**src/rtl/assert_macros.svh**
```systemverilog
// assertion macros shared by the rtl of the byte cipher
// no dependencies; compiled out when SYNTHESIS is defined
`ifndef ASSERT_MACROS_SVH
`define ASSERT_MACROS_SVH
`ifndef SYNTHESIS
`define SRBC_ASSERT(lbl, clk, rst, prop) \
   lbl: assert property (@(posedge clk) disable iff (rst) prop) \
      else $error("srbc assertion failed");
`define SRBC_ASSERT_ALWAYS(lbl, clk, prop) \
   lbl: assert property (@(posedge clk) prop) \
      else $error("srbc assertion failed");
`else
`define SRBC_ASSERT(lbl, clk, rst, prop)
`define SRBC_ASSERT_ALWAYS(lbl, clk, prop)
`endif
`endif

```
**src/rtl/srbc_pkg.sv**
```systemverilog
// shared types, constants and the microcode table of the shuffle-rotate byte cipher
// no dependencies
`default_nettype none

package srbc_pkg;

   localparam int MAX_LEN_DEF = 4096;
   localparam int ROUNDS      = 3;
   localparam int ROUND_W     = 2;

   localparam logic [7:0] XOR_LO  = 8'h13;
   localparam logic [7:0] XOR_ALL = 8'hFF;
   localparam logic [7:0] OFFSET  = 8'h48;

   localparam int CSR_AW = 2;
   localparam int CSR_DW = 32;
   localparam logic [CSR_AW-1:0] REG_MODE = '0;

   localparam int STEP_W = 3;
   typedef logic [STEP_W-1:0] step_type;

   localparam step_type STEP_IDLE    = 3'd0;
   localparam step_type STEP_PRIME_A = 3'd1;
   localparam step_type STEP_RUN_A   = 3'd2;
   localparam step_type STEP_PRIME_B = 3'd3;
   localparam step_type STEP_RUN_B   = 3'd4;
   localparam step_type STEP_ROUND   = 3'd5;
   localparam step_type STEP_DONE    = 3'd6;

   typedef enum logic [2:0] {
      ACT_IDLE,
      ACT_PRIME,
      ACT_RUN,
      ACT_ROUND,
      ACT_DONE
   } act_type;

   typedef enum logic [1:0] {
      OP_ENC_ASC,
      OP_ENC_DESC,
      OP_DEC_DESC,
      OP_DEC_ASC
   } pass_op_type;

   // one control word: action, which pass of the round, jump target
   typedef struct packed {
      act_type  act;
      logic     second;
      step_type jump;
   } uword_type;

   typedef struct packed {
      logic        prime;
      logic        run;
      logic        asc;
      pass_op_type op;
   } ctrl_type;

   typedef struct packed {
      logic busy;
      logic done;
   } seq_status_type;

   function automatic uword_type ucode_rom(input step_type step);
      uword_type w;
      case (step)
         STEP_IDLE:    w = '{act: ACT_IDLE,  second: 1'b0, jump: STEP_PRIME_A};
         STEP_PRIME_A: w = '{act: ACT_PRIME, second: 1'b0, jump: STEP_RUN_A};
         STEP_RUN_A:   w = '{act: ACT_RUN,   second: 1'b0, jump: STEP_PRIME_B};
         STEP_PRIME_B: w = '{act: ACT_PRIME, second: 1'b1, jump: STEP_RUN_B};
         STEP_RUN_B:   w = '{act: ACT_RUN,   second: 1'b1, jump: STEP_ROUND};
         STEP_ROUND:   w = '{act: ACT_ROUND, second: 1'b0, jump: STEP_PRIME_A};
         STEP_DONE:    w = '{act: ACT_DONE,  second: 1'b0, jump: STEP_IDLE};
         default:      w = '{act: ACT_DONE,  second: 1'b0, jump: STEP_IDLE};
      endcase
      return w;
   endfunction

endpackage

`default_nettype wire

```
**src/rtl/srbc_seq.sv**
```systemverilog
// microcoded sequencer: step counter, round counter and control word decode
// depends on srbc_pkg and assert_macros.svh
`default_nettype none
`include "assert_macros.svh"

module srbc_seq (
   input  wire logic                    clock,
   input  wire logic                    reset,
   input  wire logic                    start,
   input  wire logic                    dec,
   input  wire logic                    last,
   output srbc_pkg::ctrl_type           ctrl,
   output srbc_pkg::seq_status_type     status
);

   srbc_pkg::step_type             step_ff, step_in;
   logic [srbc_pkg::ROUND_W-1:0]   round_ff, round_in;
   srbc_pkg::uword_type            uw;

   assign uw = srbc_pkg::ucode_rom(step_ff);

   // next step
   always_comb begin
      step_in  = step_ff;
      round_in = round_ff;
      unique case (uw.act)
         srbc_pkg::ACT_IDLE: begin
            if (start) step_in = uw.jump;
         end
         srbc_pkg::ACT_PRIME: begin
            step_in = uw.jump;
         end
         srbc_pkg::ACT_RUN: begin
            if (last) step_in = uw.jump;
         end
         srbc_pkg::ACT_ROUND: begin
            if (round_ff == srbc_pkg::ROUND_W'(srbc_pkg::ROUNDS - 1)) begin
               round_in = '0;
               step_in  = srbc_pkg::STEP_W'(step_ff + 1'b1);
            end else begin
               round_in = srbc_pkg::ROUND_W'(round_ff + 1'b1);
               step_in  = uw.jump;
            end
         end
         srbc_pkg::ACT_DONE: begin
            step_in = uw.jump;
         end
         default: begin
            step_in = srbc_pkg::STEP_IDLE;
         end
      endcase
   end

   // control outputs
   always_comb begin
      ctrl.prime = (uw.act == srbc_pkg::ACT_PRIME);
      ctrl.run   = (uw.act == srbc_pkg::ACT_RUN);
      // encrypt runs ascending first, decrypt descending first
      ctrl.asc   = (uw.second == dec);
      unique case ({dec, uw.second})
         2'b00:   ctrl.op = srbc_pkg::OP_ENC_ASC;
         2'b01:   ctrl.op = srbc_pkg::OP_ENC_DESC;
         2'b10:   ctrl.op = srbc_pkg::OP_DEC_DESC;
         default: ctrl.op = srbc_pkg::OP_DEC_ASC;
      endcase
      status.busy = (step_ff != srbc_pkg::STEP_IDLE);
      status.done = (uw.act == srbc_pkg::ACT_DONE);
   end

   always_ff @(posedge clock) begin
      if (reset) begin
         step_ff  <= srbc_pkg::STEP_IDLE;
         round_ff <= '0;
      end else begin
         step_ff  <= step_in;
         round_ff <= round_in;
      end
   end

   `SRBC_ASSERT(a_round_range, clock, reset, round_ff <= srbc_pkg::ROUND_W'(srbc_pkg::ROUNDS - 1))
   `SRBC_ASSERT(a_done_to_idle, clock, reset, status.done |=> step_ff == srbc_pkg::STEP_IDLE)

endmodule

`default_nettype wire

```
**config.mk**
```make
export PLATFORM = sky130hd
export DESIGN_NAME = srbc_seq
export DESIGN_NICKNAME = d
export VERILOG_FILES = /design/src/rtl/srbc_pkg.sv /design/src/rtl/srbc_seq.sv
export VERILOG_INCLUDE_DIRS = /design/src /design/src/rtl
export SDC_FILE = /design/constraint.sdc
export NUM_CORES = 1
export LEC_CHECK = 0
export BUFFER_PORTS_ARGS = -buffer_cell sky130_fd_sc_hd__buf_2
export CORE_AREA = 4 4 41 43
export CTS_CLUSTER_SIZE = 28
export DETAILED_ROUTE_END_ITERATION = 8
export DIE_AREA = 0 0 45 47
export GPL_ROUTABILITY_DRIVEN = 0
export MAX_ROUTING_LAYER = met4
export PLACE_DENSITY = 0.57
export SYNTH_ARGS = -nofsm -noshare
export SYNTH_HDL_FRONTEND = slang
export SYNTH_SLANG_ARGS = --single-unit
```
**constraint.sdc**
```tcl
create_clock -name clock -period 2.17 [get_ports clock]
set_input_delay 0.434 -clock clock [delete_from_list [all_inputs] [get_ports clock]]
set_output_delay 0.434 -clock clock [all_outputs]
set_load 0.1 [all_outputs]
```
==> run summary <==
Status -> complete, but fails checks
Failing checks -> negative setup slack
Yosys cell types -> 27
CP Class -> register to output port
Yosys warning total -> 0
I/O pins -> 12
Vias per inst -> 5.22
H-Tree Depth -> 1
Least-Margin Pin Slew -> 487 ps
Max incr delay on CP -> 480 ps
Max Cap Viol -> 0
WHS -> 406 ps
Dpl cell area -> 744 sq um
CTS Hold Bufs -> 0
Final setup margin -> -13.6 ps
Met1 Use GR -> 0.170
IO buf count -> 11
Clk_skew -> 0.501 ps
Antenna Violating Nets Remaining -> 0
Critical Path RT -> 1740 ps
1st-iter DRT viols -> 12
First-pass GRT wire length -> 2390 um
Drt pass-1 iters -> 3
DP HPWL -> 920 um
Post-Syn Area -> 503 sq um
Startpoint class of the critical path -> register
Crit-path cells -> buf_6 -> ha_4 -> ha_4 -> or4b_4 -> o31ai_4 -> buf_12
Clk root buf -> clkbuf_4
Final nets -> 103
Overall die area -> 2120 sq um
GRT Util Overall -> 0.164
GRT busiest layer -> met2
Die W -> 45 um
Hold Crit Class -> primary input to register
Crit path DAT -> 1750 ps
Clock Latency Late Sink -> 230 ps
Vias -> 543
Peak Freq -> 458 MHz
Util after Layout -> 0.706
Relative slew slack -> 0.677
Met3 GRT Util -> 0.0153
Slowest-stage cell, CP -> or4b_4
CORE AREA -> 1300 sq um
TritonCTS Buffers -> 3
Max-slew violations -> 0
DRC viols -> 0
Initial core utilization -> 0.387
RSZ-0062 raised after global routing -> true
WL final -> 1470 um
Area of the multi-input gates -> 479 sq um
Seq cells post-synth -> 5
Most frequent CP cell -> ha_4
Most common cell after layout, fill and taps aside -> buf_4
Area Overhead vs Synth -> 82.6%
CP Capture Type -> output port
GR met2 Demand/Resource -> 0.297
Fin. Hold Viols -> 0
Die height -> 47 um
CTS max path bufs -> 2
Sequential Area -> 103 sq um
Pre-CTS WS -> -14.4 ps
Vias in the first global route -> 549
Buffers & Inverters on Critical Path -> 2
Syn Area/Cell -> 8.38 sq um
Design area -> 918 sq um
Initial antenna violation count -> 0
Cell row count -> 13
CP Max Fanout -> 3
Clk sinks -> 5
Gr ovfl total -> 0
Mapped Nets -> 73
Largest net degree at the start of global routing -> 10
Filler Cells Inserted -> 100
Sequential area share after synthesis -> 0.199
N_diodes -> 0
Synth Instances -> 60
# setup viols final -> 1
Crit-path leading delay family -> simple AND/OR/NAND/NOR gates
Reg clk slew, reported paths -> 40 ps
DR WL/cell -> 14.1 um
Most frequent cells in the layout -> buf_4 (12), buf_12 (6), nand2_1 (5), nor2_1 (5), buf_2 (5)
Final Cycle Share -> 1.01
Fraction of layout cells with a size suffix above 1 -> 0.607
Tmin final -> 2180 ps
CTS tree -> built
[sequential cells by signal (all words and copies together) (netlist names)]
| signal | flops |
|---|---|
| round_ff | 2 |
| step_ff | 3 |
[metal layers]
metal	vias up	wire [um]
li1	271	-
met1	255	560
met2	11	821
met3	6	45
met4	0	41
met5	-	0
[worst paths after layout]
| kind | end | start | slack (ps) | depth (start not counted) |
|---|---|---|---|---|
| hold / removal | step_ff[1]$_SDFFE_PP0P_ | reset | 410 | 2 |
| hold reg to reg | round_ff[1]$_SDFFE_PP0P_ | round_ff[1]$_SDFFE_PP0P_ | 510 | 2 |
| setup / recovery | ctrl[4] | step_ff[1]$_SDFFE_PP0P_ | -10 | 6 |
| setup reg to reg | step_ff[2]$_SDFFE_PP0P_ | step_ff[0]$_SDFFE_PP0P_ | 230 | 7 |
[stage by stage]
stage / TNS [ps] / cells
final: -13.6 / 104
after global routing: -164 / 104
after CTS: -25.0 / 101
after detailed placement: -14.4 / 96
after global placement: 0 / 96
after floorplan: -350 / 60
[cells by family after synthesis]
logic type | after synthesis | share of synthesized area
and+or+nand+nor | 24 | 0.301
muxes | 3 | 0.0622
AOI/OAI and AO/OA | 13 | 0.172
DFF | 5 | 0.199
adders and majority gates | 8 | 0.199
buffers and inverters | 7 | 0.0672
[final cells by class]
cell class,instances,area share
clock buffers,4,0.0286
inverters,6,0.0245
well taps,15,0.0204
multi-input cells,48,0.522
flip-flops and latches,5,0.112
repair buffers,26,0.293
[what timing repair did]
action	CTS	global route
setup buffers	1	3
setup endpoints to repair	5	6
gates resized for setup	21	10
gates cloned	0	0
pin swaps	1	2
[cells in the mapped netlist]
cell type | number | area share
a211oi_1 | 1 | 0.015
a21oi_1 | 3 | 0.030
and2_2 | 1 | 0.015
and2b_2 | 1 | 0.017
and3b_4 | 1 | 0.025
buf_6 | 1 | 0.022
dfxtp_1 | 5 | 0.20
ha_1 | 8 | 0.20
inv_1 | 6 | 0.045
mux2_2 | 1 | 0.022
mux2i_1 | 2 | 0.040
nand2_1 | 5 | 0.037
nand2b_1 | 1 | 0.012
nand3b_1 | 1 | 0.015
nor2_1 | 6 | 0.045
nor3_2 | 1 | 0.020
nor3b_1 | 1 | 0.015
nor3b_2 | 1 | 0.025
nor4_1 | 1 | 0.012
nor4b_1 | 1 | 0.017
o21a_1 | 1 | 0.015
o21ai_0 | 2 | 0.020
o22ai_1 | 3 | 0.037
o31ai_1 | 2 | 0.030
o31ai_2 | 1 | 0.025
or2_2 | 2 | 0.025
or4b_1 | 1 | 0.020
Power is left out: the tool's default activity adds up to more than one toggle a clock period on the data nets, which glitch-free logic cannot reach.
