`src/rtl/assert_macros.svh`:
```
// assertion macros shared by the rtl of the byte cipher
// no dependencies; compiled out when SYNTHESIS is defined
`ifndef ASSERT_MACROS_SVH
`define ASSERT_MACROS_SVH
`ifndef SYNTHESIS
`define SRBC_ASSERT(lbl, clk, rst, prop) \
   lbl: assert property (@(posedge clk) disable iff (rst) prop) \
      else $error("srbc assertion failed");
`define SRBC_ASSERT_ALWAYS(lbl, clk, prop) \
   lbl: assert property (@(posedge clk) prop) \
      else $error("srbc assertion failed");
`else
`define SRBC_ASSERT(lbl, clk, rst, prop)
`define SRBC_ASSERT_ALWAYS(lbl, clk, prop)
`endif
`endif

```
`src/rtl/srbc_pkg.sv`:
```
// shared types, constants and the microcode table of the shuffle-rotate byte cipher
// no dependencies
`default_nettype none

package srbc_pkg;

   localparam int MAX_LEN_DEF = 4096;
   localparam int ROUNDS      = 3;
   localparam int ROUND_W     = 2;

   localparam logic [7:0] XOR_LO  = 8'h13;
   localparam logic [7:0] XOR_ALL = 8'hFF;
   localparam logic [7:0] OFFSET  = 8'h48;

   localparam int CSR_AW = 2;
   localparam int CSR_DW = 32;
   localparam logic [CSR_AW-1:0] REG_MODE = '0;

   localparam int STEP_W = 3;
   typedef logic [STEP_W-1:0] step_type;

   localparam step_type STEP_IDLE    = 3'd0;
   localparam step_type STEP_PRIME_A = 3'd1;
   localparam step_type STEP_RUN_A   = 3'd2;
   localparam step_type STEP_PRIME_B = 3'd3;
   localparam step_type STEP_RUN_B   = 3'd4;
   localparam step_type STEP_ROUND   = 3'd5;
   localparam step_type STEP_DONE    = 3'd6;

   typedef enum logic [2:0] {
      ACT_IDLE,
      ACT_PRIME,
      ACT_RUN,
      ACT_ROUND,
      ACT_DONE
   } act_type;

   typedef enum logic [1:0] {
      OP_ENC_ASC,
      OP_ENC_DESC,
      OP_DEC_DESC,
      OP_DEC_ASC
   } pass_op_type;

   // one control word: action, which pass of the round, jump target
   typedef struct packed {
      act_type  act;
      logic     second;
      step_type jump;
   } uword_type;

   typedef struct packed {
      logic        prime;
      logic        run;
      logic        asc;
      pass_op_type op;
   } ctrl_type;

   typedef struct packed {
      logic busy;
      logic done;
   } seq_status_type;

   function automatic uword_type ucode_rom(input step_type step);
      uword_type w;
      case (step)
         STEP_IDLE:    w = '{act: ACT_IDLE,  second: 1'b0, jump: STEP_PRIME_A};
         STEP_PRIME_A: w = '{act: ACT_PRIME, second: 1'b0, jump: STEP_RUN_A};
         STEP_RUN_A:   w = '{act: ACT_RUN,   second: 1'b0, jump: STEP_PRIME_B};
         STEP_PRIME_B: w = '{act: ACT_PRIME, second: 1'b1, jump: STEP_RUN_B};
         STEP_RUN_B:   w = '{act: ACT_RUN,   second: 1'b1, jump: STEP_ROUND};
         STEP_ROUND:   w = '{act: ACT_ROUND, second: 1'b0, jump: STEP_PRIME_A};
         STEP_DONE:    w = '{act: ACT_DONE,  second: 1'b0, jump: STEP_IDLE};
         default:      w = '{act: ACT_DONE,  second: 1'b0, jump: STEP_IDLE};
      endcase
      return w;
   endfunction

endpackage

`default_nettype wire

```
`src/rtl/srbc_dp.sv`:
```
// pass datapath: position count, buffer index, chain byte and the byte transform
// depends on srbc_pkg and assert_macros.svh
`default_nettype none
`include "assert_macros.svh"

module srbc_dp #(
   parameter int MAX_LEN = srbc_pkg::MAX_LEN_DEF,
   parameter int AW      = (MAX_LEN > 1) ? $clog2(MAX_LEN) : 1,
   parameter int LW      = $clog2(MAX_LEN + 1)
) (
   input  wire logic               clock,
   input  wire logic               reset,
   input  wire srbc_pkg::ctrl_type ctrl,
   input  wire logic [LW-1:0]      n,
   input  wire logic [7:0]         rd_data,
   output logic                    rd_en,
   output logic      [AW-1:0]      rd_addr,
   output logic                    wr_en,
   output logic      [AW-1:0]      wr_addr,
   output logic      [7:0]         wr_data,
   output logic                    last
);

   logic [LW-1:0] t_ff, t_in;
   logic [AW-1:0] idx_ff, idx_in;
   logic [7:0]    chain_ff, chain_in;
   logic [AW-1:0] first_idx, next_idx;
   logic [7:0]    t8;
   logic [2:0]    t3;
   logic [7:0]    link, res;

   function automatic logic [7:0] rotl8(input logic [7:0] v, input logic [2:0] k);
      logic [15:0] w;
      w = {v, v} << k;
      return w[15:8];
   endfunction

   function automatic logic [7:0] rotr8(input logic [7:0] v, input logic [2:0] k);
      logic [15:0] w;
      w = {v, v} >> k;
      return w[7:0];
   endfunction

   assign t8        = 8'(t_ff);
   assign t3        = t8[2:0];
   assign first_idx = ctrl.asc ? '0 : AW'(n - 1'b1);
   assign next_idx  = ctrl.asc ? AW'(idx_ff + 1'b1) : AW'(idx_ff - 1'b1);
   assign last      = (t_ff == LW'(1));

   // link is the new chain value, res the byte written back
   always_comb begin
      unique case (ctrl.op)
         srbc_pkg::OP_ENC_ASC: begin
            link = 8'(rotl8(rd_data, 3'd3) + t8) ^ chain_ff;
            res  = 8'((rotr8(link, t3) ^ srbc_pkg::XOR_ALL) + srbc_pkg::OFFSET);
         end
         srbc_pkg::OP_ENC_DESC: begin
            link = 8'(rotl8(rd_data, 3'd4) + t8) ^ chain_ff;
            res  = rotr8(link ^ srbc_pkg::XOR_LO, 3'd3);
         end
         srbc_pkg::OP_DEC_DESC: begin
            link = rotl8(rd_data, 3'd3) ^ srbc_pkg::XOR_LO;
            res  = rotr8(8'((link ^ chain_ff) - t8), 3'd4);
         end
         default: begin
            link = rotl8(8'(rd_data - srbc_pkg::OFFSET) ^ srbc_pkg::XOR_ALL, t3);
            res  = rotr8(8'((link ^ chain_ff) - t8), 3'd3);
         end
      endcase
   end

   always_comb begin
      t_in     = t_ff;
      idx_in   = idx_ff;
      chain_in = chain_ff;
      rd_en    = 1'b0;
      rd_addr  = first_idx;
      wr_en    = 1'b0;
      wr_addr  = idx_ff;
      wr_data  = res;
      if (ctrl.prime) begin
         t_in     = n;
         idx_in   = first_idx;
         chain_in = '0;
         rd_en    = 1'b1;
      end else if (ctrl.run) begin
         // write this byte back while the next one is read
         wr_en    = 1'b1;
         rd_en    = 1'b1;
         rd_addr  = next_idx;
         t_in     = LW'(t_ff - 1'b1);
         idx_in   = next_idx;
         chain_in = link;
      end
   end

   always_ff @(posedge clock) begin
      if (reset) begin
         chain_ff <= '0;
      end else begin
         chain_ff <= chain_in;
      end
      t_ff   <= t_in;
      idx_ff <= idx_in;
   end

   `SRBC_ASSERT(a_run_count_live, clock, reset, ctrl.run |-> t_ff != '0)

endmodule

`default_nettype wire

```
`config.mk`:
```
export PLATFORM = sky130hd
export DESIGN_NAME = srbc_dp
export DESIGN_NICKNAME = d
export VERILOG_FILES = /design/src/rtl/srbc_pkg.sv /design/src/rtl/srbc_dp.sv
export VERILOG_INCLUDE_DIRS = /design/src /design/src/rtl
export SDC_FILE = /design/constraint.sdc
export NUM_CORES = 1
export LEC_CHECK = 0
export CAP_MARGIN = 10
export CORE_AREA = 2 2 135 137
export CTS_CLUSTER_DIAMETER = 120
export DETAILED_ROUTE_END_ITERATION = 10
export DIE_AREA = 0 0 137 139
export DONT_BUFFER_PORTS = 1
export MAX_ROUTING_LAYER = met4
export PLACE_DENSITY = 0.48
export SLEW_MARGIN = 15
export SYNTH_ARGS = -nofsm -noshare
export SYNTH_HDL_FRONTEND = slang
export SYNTH_SLANG_ARGS = --single-unit
```
`constraint.sdc`:
```
create_clock -name clock -period 7.55 [get_ports clock]
set_input_delay 1.8875 -clock clock [delete_from_list [all_inputs] [get_ports clock]]
set_output_delay 1.8875 -clock clock [all_outputs]
set_load 0.03 [all_outputs]
```
==> run summary, run 1 <==
The run gives 19000 um^2 as the area of the die. Setup repair after global routing left no endpoint under its margin. The run gives 307 as the violation count after the first detailed-routing iteration. Yosys printed 0 warnings. Global routing used 18.1% of the available tracks. The worst path needs 7.17 ns of the cycle, external delays included.

STA classifies the critical path endpoint as an output port. In the layout the commonest cells are sky130_fd_sc_hd__nand2_1 (54), sky130_fd_sc_hd__xnor2_1 (53), sky130_fd_sc_hd__ha_1 (43), sky130_fd_sc_hd__nor2_1 (39), sky130_fd_sc_hd__a21oi_1 (37). The most used flip-flop cell after synthesis is sky130_fd_sc_hd__edfxtp_1. The cell area after synthesis came out at 5150 um^2. The placed wire-length estimate was 12700 um; the number of CTS-inserted buffers was 5.

The switching power was 0.000714 W; the final RePlAce weighted congestion was 0.917. The area growth from synthesis to layout is 7.17%. Initial standard-cell utilization of the core: 29.2%. Number of antenna violations at the first check in global routing: 0. The post-cts sizing count is 0, and the clock latency reported for the late side of the worst-skew pair is 0.29 ns. The mean post-synth cell area is 8.27 um^2, and the worst voltage drop across the vdd grid is 0.000184 V.

The switching part of the total was 48.4%; the length of the first detailed-routing pass in iterations was 5. On the critical path, the stage with the largest delay is an instance of sky130_fd_sc_hd__a211o_1. The combinational share of power is 62.8%, and the setup skew after layout is 0.00558 ns. STA puts the critical path data arrival time at 5.28 ns. After detailed routing, the average wire length per cell comes to 19.9 um.

Entering global routing, the biggest net connects 48 pins. Of the cells placed in the final design, the portion with a size suffix greater than 1 is 10.2%. The number of enable-type register cells in the synthesized netlist is 25. The share of synthesized flip-flops with an asynchronous set or reset is 0%, and the post-cts hold buffer count is 0. The critical path crosses 18 cells after its start point. The cell family with the largest share of critical-path delay was compound AO/OA/AOI/OAI gates. In this run the static leakage power is 2.21 nW. By area the synthesized netlist is led by sky130_fd_sc_hd__edfxtp_1 (15%), sky130_fd_sc_hd__ha_1 (10%), sky130_fd_sc_hd__xnor2_1 (9.0%). After synthesis the netlist holds a flip-flop and latch count of 33.

The share of the clock period used by the worst path after layout was 95.0%. The critical path goes through inv_1, ha_1, nor3_1, a211o_1, a211o_1, mux2_2, o21ai_1, xnor2_1, ha_1, nor2b_1, o21ai_1, a21boi_1, o21a_1, nor2_1, o21ai_0, xnor2_1, a311oi_1, buf_4. The run gives 827 as the instance count after placement with tap cells included. After detailed routing, the number of remaining DRC violations is 0. The number of buffers and inverters on the critical path works out to 2. Synthesis instantiated 67 different standard cells from the library. In this design, the stage delay of the slowest critical-path cell is 0.31 ns.

The tree is rooted in a sky130_fd_sc_hd__clkbuf_16. The number of cells on the worst reg-to-reg path is 10. After global routing the overflow that remains totals 0. By startpoint and endpoint, the worst setup path is classified as in -> out. Synthesis produced 623 cells.

Summing the sequential cell areas from Yosys gives 17.7% of the chip area. The number of setup buffers added after CTS is 0. The startpoint kind of the worst setup timing path is an input port.

The total area inside the core boundary comes to 17700 um^2. The run finished with clean final reports. For the worst setup path, the data required time is 5.66 ns. The count of buffers added on input and output ports is 0. CTS saw 33 sinks. Detail-routed via count per cell: 5.50. Along the worst path, the maximum fanout reaches 9. Detailed routing inserted a total of 4593 vias. The tools report the first-pass GRT wire length as 25900 um.

Count of pins over their slew limit: 0. After the flow finishes, the layout carries non-filler instances totaling 835. The tools report the worst relative slew slack as 31.5%.

The tightest min-delay check is of the reg -> reg type. TritonCTS built the clock tree. The number of antenna diodes was 0. The synthesized design devotes to its leading area cell type 14.6% of total area. For the count of final hold-check violations, the log shows 0. The design draws 0.00147 W. The number of setup violations in the final report is 0.

Counting the fill cells in the layout gives 1908. The total I/O pin count is 63, and the via count of the first global-routing pass is 4575. Number of levels in the clock H-tree: 2. No sink is reached through more buffers than the 2 on the longest clock path. Leaving out fill and tap cells, the most frequent cell in the layout is sky130_fd_sc_hd__nand2_1. Measured along the x axis, the die boundary spans 137 um. Area of the multi-input gates: 3980 um^2. The total length of routed wires is 16600 um, and the cell count of the worst hold path is 2. Of all cell types, the one taking the most synthesized area is sky130_fd_sc_hd__edfxtp_1.

Max-cap violations in this run came to 0. The internal portion of the total power is 0.000760 W. The share of total power in sequential cells is 22.9%. At the end of the flow, the number of nets in the layout was 681. The peak clock frequency supported by timing is 139 MHz, and the power density over the cells is 267 nW/um^2.

Of the total power, the clock network draws 14.3%. Across the whole layout, storage elements account for 911 um^2. The count of nets left with antenna violations after detail routing is 0, and the net count of the mapped netlist is 699.

Setup total negative slack on the finished layout was measured at 0 ns. The slew at the pin with the worst max-slew slack was 1.02 ns; the clock input transition at the sequential cells of the worst setup and hold paths was 0.06 ns. The die extent in y is 139 um. The initialized floorplan defines 49 standard-cell rows.
==> Yosys cell counts, drive strengths merged (4+ instances only) <==
library cell / n
or3: 5
o211ai: 9
edfxtp: 25
nand3b: 5
and2: 4
mux2i: 14
fa: 5
o22ai: 4
nor2b: 10
a21o: 16
or2: 5
buf: 11
ha: 43
a211oi: 8
dfxtp: 8
o21bai: 5
inv: 30
a21oi: 37
nor4: 8
nand3: 15
a31oi: 4
mux2: 19
nor3: 13
nand2b: 11
clkbuf: 26
nand2: 54
xor2: 26
o21ai: 53
xnor2: 53
a211o: 6
mux4: 10
nor2: 39
==> sequential cells by signal (all words and copies together), names as in the netlist <==
| register | count |
|---|---|
| t_ff | 13 |
| wr_addr | 12 |
| chain_ff | 8 |
==> layer usage <==
| layer | track usage (%) | up-vias | share of wire (%) |
|---|---|---|---|
| met5 | - | - | 0 |
| met4 | 5.59 | 0 | 2.4 |
| met3 | 3.91 | 21 | 6.1 |
| met2 | 28.3 | 149 | 47 |
| met1 | 23.3 | 2200 | 45 |
| li1 | - | 2223 | - |
==> power groups by stage <==
stage | Clock, W | Sequential [W] | Combinational, W
3_5_place_dp | 0 | 0.000341 | 0.000919
3_3_place_gp | 0 | 0.000341 | 0.000907
4_1_cts | 0.000221 | 0.000338 | 0.000924
2_1_floorplan | 0 | 0.000321 | 0.000741
6_report | 0.000211 | 0.000337 | 0.000926
5_1_grt | 0.000225 | 0.000343 | 0.00102
==> logic make-up (layout without fill, tap and decap cells) <==
kind of cell / Yosys count / count (layout) / share of synthesized area, %
mux: 43 / 43 / 11.2
xor+xnor: 81 / 81 / 14.3
fa+ha+maj: 48 / 48 / 12.4
compound gates: 170 / 170 / 21.8
simple gates: 181 / 181 / 17.5
buf+inv: 67 / 50 / 5.10
flops: 33 / 33 / 17.7
==> per-stage QoR <==
| stage | cell area (um^2) | hold slack (ns) | setup WS (ns) | util, % |
|---|---|---|---|---|
| 2_1_floorplan | 5150 | 0.477 | 0.171 | - |
| 3_3_place_gp | 5380 | 0.490 | 0.469 | 30.5 |
| 3_5_place_dp | 5380 | 0.513 | 0.388 | 30.5 |
| 4_1_cts | 5520 | 0.521 | 0.383 | 31.3 |
| 5_1_grt | 5520 | 0.551 | 0.174 | 31.3 |
| 6_report | 5520 | 0.515 | 0.380 | 31.3 |
==> worst paths after layout <==
| path | startpoint | endpoint | slack [ns] |
|---|---|---|---|
| setup / recovery | rd_data[3] | wr_data[4] | 0.38 |
| hold reg to reg | chain_ff[7] | chain_ff[7] | 0.51 |
| setup reg to reg | t_ff[1] | chain_ff[6] | 4.58 |
| hold / removal | chain_ff[7] | chain_ff[7] | 0.51 |
==> worst min-delay path, cell delays in order (launching register included) <==
cell,delay (ns)
sky130_fd_sc_hd__dfxtp_1,0.33
sky130_fd_sc_hd__nand3b_1,0.08
sky130_fd_sc_hd__o21ai_1,0.06
==> layout make-up <==
cell class / count / area share, %
multi-input combinational: 523 / 72.1
inverter: 30 / 2.04
timing repair buffer: 12 / 1.63
sequential: 33 / 16.5
clock inverter: 3 / 0.317
tap: 229 / 5.19
clock buffer: 5 / 2.27
Note: power is estimated with default switching activity, not from simulation.
==> inputs of run 2 (changes only) <==
--- a/config.mk
+++ b/config.mk
@@ -7,13 +7,13 @@
 export NUM_CORES = 1
 export LEC_CHECK = 0
 export CAP_MARGIN = 10
-export CORE_AREA = 2 2 135 137
+export CORE_AREA = 2 2 93 95
 export CTS_CLUSTER_DIAMETER = 120
 export DETAILED_ROUTE_END_ITERATION = 10
-export DIE_AREA = 0 0 137 139
+export DIE_AREA = 0 0 95 97
 export DONT_BUFFER_PORTS = 1
 export MAX_ROUTING_LAYER = met4
-export PLACE_DENSITY = 0.48
+export PLACE_DENSITY = 0.84
 export SLEW_MARGIN = 15
 export SYNTH_ARGS = -nofsm -noshare
 export SYNTH_HDL_FRONTEND = slang
==> run 2 against run 1 <==
Net effect: sequential power increased by 1%; clock skew about the same; combinational power decreased by 2.5%; die area decreased by 52%; core utilization increased by 34 points; maximum frequency increased by 0.71%; first-iteration DRC count increased by 46%; clock power decreased by 33%; register-to-register slack got worse by 0.17 ns; hold slack improved by 0.018 ns; total power decreased by 6.1%; critical endpoint unchanged.
==> run summary, run 2 (synthesis results as in run 1) <==
The power density over the cells works out to 262 nW/um^2 (-2.0%). TritonCTS built the clock tree. The total number of vias was 4773 (+3.9%); the critical path data arrival time was 5.23 ns (-0.05 ns).

The category of the critical setup timing path was in -> out. The remaining global-route overflow is 0 (unchanged), and the violation count after the first detailed-routing iteration is 448 (+46%). The first-pass GRT wire length was 22700 um (-12%); the largest incremental delay on the critical path was 0.31 ns (about the same).

The DRC violation count after routing was 0 (unchanged); the count of nets left with antenna violations after detail routing was 0 (unchanged). The data required time at the worst endpoint was 5.66 ns (about the same); the number of antenna violations at the first check in global routing was 0 (unchanged). The tools report the nature of the critical path endpoint as an output port. The logs give 4740 (+3.6%) for the via count of the first global-routing pass and 33 (unchanged) for the clock sink total. The tools report the number of antenna diodes as 0 (unchanged).

The critical path goes through inv_1, ha_1, nor3_1, a211o_1, a211o_1, mux2_2, o21ai_1, xnor2_1, ha_1, nor2b_1, o21ai_1, a21boi_1, o21a_1, nor2_1, o21ai_0, xnor2_1, a311oi_1, buf_4. The top cell types in the final layout, fill and taps aside, are sky130_fd_sc_hd__nand2_1 (54), sky130_fd_sc_hd__xnor2_1 (53), sky130_fd_sc_hd__ha_1 (43), sky130_fd_sc_hd__nor2_1 (39), sky130_fd_sc_hd__a21oi_1 (37). The routed wire length per instance came out at 19.9 um (+0.13%). Startpoint kind of the worst setup timing path: an input port.

The clock input transition at the sequential cells of the worst setup and hold paths was 0.08 ns (+0.02 ns). The detail-routed via count per cell was 6.73 (+22%); the peak clock frequency supported by timing was 140 MHz (+0.71%). The logs give 0.30 ns (about the same) for the clock latency reported for the late side of the worst-skew pair and 63 (unchanged) for the total I/O pin count. The accumulated negative setup slack is 0 ns (unchanged), and the share of the clock period used by the worst path after layout is 94.3% (-0.67 points). The post-CTS setup-driven buffer insertion count was 0 (unchanged). Type of the worst min-delay path: reg -> reg. The logs give 48 (unchanged) for the pin count of the biggest net entering global routing and 2.17 nW (-1.8%) for the leakage power total. The worst slack after detailed placement was 0.424 ns (+0.0355 ns); the total global-route track usage was 32.0% (+14 points).

The number of buffers and inverters on the critical path was 2 (unchanged); the total length of routed wires was 14100 um (-15%). The row count is 33 (-33%), and the instance count after placement with tap cells included is 701 (-15%). Worst-case setup margin in the final layout: 0.430 ns (+0.0506 ns). The worst voltage drop across the vdd grid is 0.000209 V (+13%). The chip width was 95 um (-31%); the slew at the pin with the worst max-slew slack was 1.07 ns (+0.0404 ns). Number of flip-flops under the largest register name: 13 (unchanged). The fraction of layout instances using a drive strength above 1 works out to 9.60% (-0.63 points). The largest fanout of any net on the critical path was 9 (unchanged). t_ff holds more flip-flops than any other register.

The initial standard-cell utilization of the core was 63.3% (+34 points). The number of setup violations in the final report came out at 0 (unchanged). The logs give 0 (unchanged) for the post-cts hold buffer count and 10900 um (-14%) for the placed wire-length estimate. The area of the die is 9220 um^2 (-52%), and the setup skew after layout is 0.00526 ns (-0.000316 ns). The run gives 5 (unchanged) as the length of the first detailed-routing pass in iterations. The run gives 709 (-15%) as the number of standard cells in the final layout excluding fillers.

The logs give 679 (-0.29%) for the number of nets at the end of the flow and 0 (unchanged) for the count of pins over their slew limit. The clock period minus final worst setup slack was 7.12 ns (-0.0506 ns). The die extent in y is 97 um (-30%), and the count of final hold-check violations is 0 (unchanged).

The number of I/O port buffers was 0 (unchanged); the post-cts sizing count was 0 (unchanged). The cell family contributing the most delay on the critical path is compound AO/OA/AOI/OAI gates. On the critical path, the stage with the largest delay is an instance of sky130_fd_sc_hd__a211o_1.

The library cell used most frequently in the layout, excluding fill and tap cells, is sky130_fd_sc_hd__nand2_1. Setup repair after global routing left no endpoint under its margin. The number of CTS-inserted buffers was 5 (unchanged); the number of maximum-capacitance constraint violations was 0 (unchanged).

Relative to the synthesized area, the layout overhead comes to 2.72%. The run gives 28.8% (-2.7 points) as the worst relative slew slack. The run finished with clean final reports.

The number of buffers on the longest clock path came out at 2 (unchanged). Root cell of the clock tree: sky130_fd_sc_hd__clkbuf_8. The number of levels in the clock H-tree is 2 (unchanged), and the final RePlAce weighted congestion is 1.03 (+12%). The tools report the core box area as 8130 um^2 (-54%).
## run 2: metrics by stage
step	util [%]	hold slack (ns)	cell area, um^2	power (W)
floorplan	-	0.477	5150	0.00106
global placement	64.0	0.506	5210	0.00120
detailed placement	64.0	0.523	5210	0.00123
CTS	65.1	0.534	5290	0.00138
global route	65.1	0.580	5290	0.00148
finish	65.1	0.533	5290	0.00138
## run 2: routing by layer
| layer | up-vias | track usage [%] | part of all wire (%) |
|---|---|---|---|
| met4 | 0 | 15.4 | 5.0 |
| li1 | 2222 | - | - |
| met1 | 2222 | 40.0 | 39 |
| met2 | 272 | 49.5 | 46 |
| met5 | - | - | 0 |
| met3 | 57 | 6.00 | 10 |
## run 2: worst paths after layout
| kind | startpoint | endpoint | slack (ns) | depth (start not counted) |
|---|---|---|---|---|
| worst min register to register | chain_ff[7] | chain_ff[7] | 0.53 | 2 |
| worst max-delay path | rd_data[3] | wr_data[4] | 0.43 | 18 |
| worst max register to register | t_ff[2] | chain_ff[7] | 4.41 | 8 |
| worst min-delay path | chain_ff[7] | chain_ff[7] | 0.53 | 2 |
## run 2: layout make-up
class,count,area (um^2)
fillers,672,2840
repair buffers,10,75.1
clock inverters,2,11.3
inverters,30,113
multi-input cells,523,3980
well taps,105,131
clock buffers,6,72.6
flip-flops and latches,33,911
## run 2: power by group
group          leakage (nW)  switching [W]  total (W)  internal, W
Sequential            0.327      0.0000970   0.000341     0.000244
Combinational          1.80       0.000510   0.000903     0.000393
Clock                0.0388      0.0000767   0.000141    0.0000641
## run 2: worst register-to-register path, stage by stage (launching register included)
cell,delay [ns]
sky130_fd_sc_hd__edfxtp_1,0.96
sky130_fd_sc_hd__ha_1,0.45
sky130_fd_sc_hd__o21ai_1,0.17
sky130_fd_sc_hd__o21ai_1,0.33
sky130_fd_sc_hd__a31oi_1,0.16
sky130_fd_sc_hd__xnor2_1,0.32
sky130_fd_sc_hd__nor2_1,0.07
sky130_fd_sc_hd__a211oi_1,0.41
sky130_fd_sc_hd__o21ai_1,0.15
==> inputs of run 3 (changes only) <==
--- a/config.mk
+++ b/config.mk
@@ -6,15 +6,16 @@
 export SDC_FILE = /design/constraint.sdc
 export NUM_CORES = 1
 export LEC_CHECK = 0
+export ABC_AREA = 1
 export CAP_MARGIN = 10
-export CORE_AREA = 2 2 93 95
+export CORE_AREA = 2 2 92 94
 export CTS_CLUSTER_DIAMETER = 120
 export DETAILED_ROUTE_END_ITERATION = 10
-export DIE_AREA = 0 0 95 97
+export DIE_AREA = 0 0 94 96
 export DONT_BUFFER_PORTS = 1
 export MAX_ROUTING_LAYER = met4
 export PLACE_DENSITY = 0.84
-export SLEW_MARGIN = 15
+export SLEW_MARGIN = 25
 export SYNTH_ARGS = -nofsm -noshare
 export SYNTH_HDL_FRONTEND = slang
 export SYNTH_SLANG_ARGS = --single-unit
==> run 3 against run 2 <==
Net effect: combinational power shrank 21%; final cell count grew 25%; area after synthesis shrank 1.8%; highest routed layer unchanged; critical path depth grew 6; flip-flop and latch count is the same; non-clock buffer count shrank 5; via count grew 12%; routed wire length grew 13%; hold slack lost 0.023 ns; register-to-register slack gained 0.29 ns; die area shrank 2.1%; global-route usage grew 5.4 points.
==> run summary, run 3 <==
For the number of fillers in the final layout, the log shows 763 (+14%). The tools report the clock sink total as 33 (unchanged). The growth of design area from synthesis to finish was 3.39%.

The run gives 0.817 ns (+0.393 ns) as the worst slack after detailed placement. The worst relative slew slack came out at 31.2% (+2.4 points). The tools report the leakage power total as 2.47 nW (+14%). The routed wire length per instance works out to 18.1 um (-9.3%). The number of buffers on the longest clock path is 2 (unchanged). The run gives 18.0% (+0.33 points) as the proportion of synthesized chip area in sequential cells. The synthesis-stage register bit count was 33 (unchanged). The number of different library cells in the post-synthesis netlist is 44 (-34%). The share of the clock period used by the worst path after layout came out at 90.1% (-4.2 points). Peak clock frequency supported by timing: 147 MHz (+4.7%). The clock period minus final worst setup slack is 6.80 ns (-0.318 ns). The number of nets at the end of the flow came out at 857 (+26%). The violation count after the first detailed-routing iteration came out at 544 (+21%).

Number of enable-type register cells in the synthesized netlist: 25 (unchanged). The post-cts hold buffer count came out at 0 (unchanged). Power density over the cells: 229 nW/um^2 (-12%). The worst hold path begins at chain_ff[7]. Setup repair after global routing left no endpoint under its margin.

STA classifies the critical path endpoint as an output port. The total I/O pin count is 63 (unchanged). The number of standard cells in the final layout excluding fillers was 887 (+25%). For the row count, the log shows 33 (unchanged). The overall power consumption is 0.00120 W (-14%). The register ranked first by flip-flop count was t_ff.

Traced cell by cell, the critical path runs through inv_1, ha_1, nand2_1, nand2_1, xor2_1, nand2_1, nand2_1, nand2_1, o21ai_1, o21ai_1, xor2_1, ha_1, a21oi_1, o21ai_0, nand2_1, nand2_1, a21oi_1, o21ai_0, a21oi_1, inv_1, nand3_1, nand2_1, nand2_1, nand2_1. Total global-route track usage: 37.4% (+5.4 points). The slew at the pin with the worst max-slew slack is 1.02 ns (-0.0441 ns).

For the number of antenna violations at the first check in global routing, the log shows 0 (unchanged). The cell area after synthesis was 5060 um^2 (-1.8%); the net count of the mapped netlist was 870 (+24%). The fraction of layout instances using a drive strength above 1 is 7.54% (-2.1 points), and the worst voltage drop across the vdd grid is 0.000157 V (-25%). The count of final hold-check violations is 0 (unchanged). The pin count of the biggest net entering global routing is 34 (-29%). The run finished with clean final reports. The cell count of the worst hold path is 2 (unchanged). The worst hold path terminates at chain_ff[7]. The die extent in y came out at 96 um (-1.0%).

The post-cts sizing count came out at 0 (unchanged). The reg-to-reg critical path endpoint was t_ff[10]. The DRC violation count after routing is 0 (unchanged). The depth of the worst register-to-register path is 9 (+1).

Among all flip-flop cells after synthesis, the most frequent one is sky130_fd_sc_hd__edfxtp_1. The run gives 0 (unchanged) as the number of maximum-capacitance constraint violations. The number of CTS-inserted buffers was 5 (unchanged); the largest incremental delay on the critical path was 0.33 ns (+0.02 ns). The library cell occupying the most area in the post-synthesis netlist was sky130_fd_sc_hd__nand2_1. The chip width came out at 94 um (-1.1%).

The total cell area at the placement stage was 5110 um^2 (-1.8%). The path class of the tightest hold or removal check is reg -> reg. The total area of sequential cells was 911 um^2 (unchanged); the number of I/O port buffers was 0 (unchanged). The worst setup path is launched from an input port. The number of setup violations in the final report is 0 (unchanged), and the warning count from the yosys run is 0 (unchanged). The number of antenna diodes was 0 (unchanged). The total length of routed wires was 16000 um (+13%); the final RePlAce weighted congestion was 1.00 (-2.4%). The run gives 0.00558 ns (+0.000316 ns) as the setup skew after layout. The worst-case setup margin in the final layout was 0.748 ns (+0.318 ns). The top cell types in the final layout, fill and taps aside, are sky130_fd_sc_hd__nand2_1 (209), sky130_fd_sc_hd__inv_1 (97), sky130_fd_sc_hd__nand3_1 (62), sky130_fd_sc_hd__o21ai_0 (60), sky130_fd_sc_hd__a21oi_1 (54). Leaving out fill and tap cells, the most frequent cell in the layout is sky130_fd_sc_hd__nand2_1. The mean post-synth cell area came out at 6.37 um^2 (-23%).

The cell seen most often among critical-path stages was sky130_fd_sc_hd__nand2_1. The standard cell with the maximum stage delay on the critical path was sky130_fd_sc_hd__ha_1. The most frequently used cell type in the post-synthesis netlist was sky130_fd_sc_hd__nand2_1.

The tools report the critical path data arrival time as 4.91 ns (-0.32 ns). The cell sitting at the root of the clock tree is a sky130_fd_sc_hd__clkbuf_8. Accumulated negative setup slack: 0 ns (unchanged). The startpoint of the lowest-slack register-to-register path was t_ff[0]. TritonCTS built the clock tree.

The count of pins over their slew limit was 0 (unchanged). The setup slack of the worst register-to-register path is 4.70 ns (+0.29 ns), and the first-pass GRT wire length is 25200 um (+11%). The largest fanout of any net on the critical path was 4 (-5); the final instance area was 5230 um^2 (-1.2%). The category of the critical setup timing path is in -> out. Number of flip-flops under the largest register name: 13 (unchanged). The post-CTS setup-driven buffer insertion count was 0 (unchanged).

The clock input transition at the sequential cells of the worst setup and hold paths is 0.08 ns (about the same), and the core box area is 8050 um^2 (-1.0%). The instance count after placement with tap cells included is 879 (+25%). The total number of vias came out at 5329 (+12%). The synthesized instance count is 794 (+27%), and the remaining global-route overflow is 0 (unchanged). The detail-routed via count per cell works out to 6.01 (-11%). Initial standard-cell utilization of the core: 62.8% (-0.53 points).

The commonest cells after synthesis are sky130_fd_sc_hd__nand2_1 (209), sky130_fd_sc_hd__inv_1 (97), sky130_fd_sc_hd__nand3_1 (62). For the area of the multi-input gates, the log shows 3640 um^2 (-8.4%). The count of nets left with antenna violations after detail routing came out at 0 (unchanged). For the number of levels in the clock H-tree, the log shows 2 (unchanged). The length of the first detailed-routing pass in iterations was 5 (unchanged). The share of synthesized flip-flops with an asynchronous set or reset works out to 0% (unchanged).

The via count of the first global-routing pass was 4985 (+5.2%); the area of the die was 9020 um^2 (-2.1%). The clock latency reported for the late side of the worst-skew pair is 0.30 ns (about the same). Ranked by total cell area, the synthesized netlist is headed by sky130_fd_sc_hd__nand2_1 (16%), sky130_fd_sc_hd__edfxtp_1 (15%), sky130_fd_sc_hd__ha_1 (11%). The proportion of netlist area held by the largest area contributor was 15.5% (+0.94 points).

The data required time at the worst endpoint came out at 5.66 ns (about the same). The placed wire-length estimate was 12600 um (+16%).
[run 3: kinds of logic after synthesis]
kind of cell | Yosys count | share of synthesized area, %
buffers and inverters | 129 | 9.95
adders and majority gates | 48 | 12.6
DFF | 33 | 18.0
muxes | 3 | 0.594
xor gates and xnor gates | 48 | 8.61
and+or+nand+nor | 370 | 32.1
AOI/OAI and AO/OA | 163 | 18.1
[run 3: area by class of cell]
class                   count  area share, %
well taps                 105           2.51
multi-input cells         632           69.7
clock buffers               5           1.32
flip-flops and latches     33           17.4
repair buffers              5          0.718
clock inverters             3          0.886
inverters                 104           7.47
[run 3: how the worst max path moves through the flow]
stage               start    endpoint  slack, ns  depth (start not counted)
2_1_floorplan  rd_data[4]  wr_data[3]       1.19                         21
3_3_place_gp   rd_data[4]  wr_data[4]       0.91                         24
3_5_place_dp   rd_data[4]  wr_data[4]       0.82                         24
4_1_cts        rd_data[4]  wr_data[4]       0.82                         24
5_1_grt        rd_data[4]  wr_data[3]       0.38                         21
6_report       rd_data[4]  wr_data[4]       0.75                         24
[run 3: stage by stage]
step	hold slack, ns	utilization (%)
4_1_cts	0.512	64.9
3_5_place_dp	0.500	63.5
6_report	0.510	64.9
3_3_place_gp	0.483	63.5
5_1_grt	0.540	64.9
2_1_floorplan	0.472	-
[run 3: layer usage]
| metal | GRT usage, % | vias to the layer above | part of all wire [%] |
|---|---|---|---|
| met2 | 57.3 | 243 | 42 |
| li1 | - | 2609 | - |
| met4 | 8.57 | 0 | 1.8 |
| met3 | 8.93 | 36 | 11 |
| met5 | - | - | 0 |
| met1 | 50.4 | 2441 | 44 |
[run 3: power breakdown]
| part | leakage [nW] | total, W | internal [W] | switching [W] |
|---|---|---|---|---|
| Clock | 0.0543 | 0.000181 | 0.0000990 | 0.0000822 |
| Combinational | 2.09 | 0.000709 | 0.000233 | 0.000476 |
| Sequential | 0.324 | 0.000307 | 0.000234 | 0.0000729 |
[run 3: worst max-delay path: cells and delay by family]
| family | cells | cell delay (ns) |
|---|---|---|
| compound gates | 7 | 1.00 |
| simple gates | 11 | 0.93 |
| fa+ha+maj | 2 | 0.53 |
| xor+xnor | 2 | 0.42 |
| buf+inv | 2 | 0.17 |
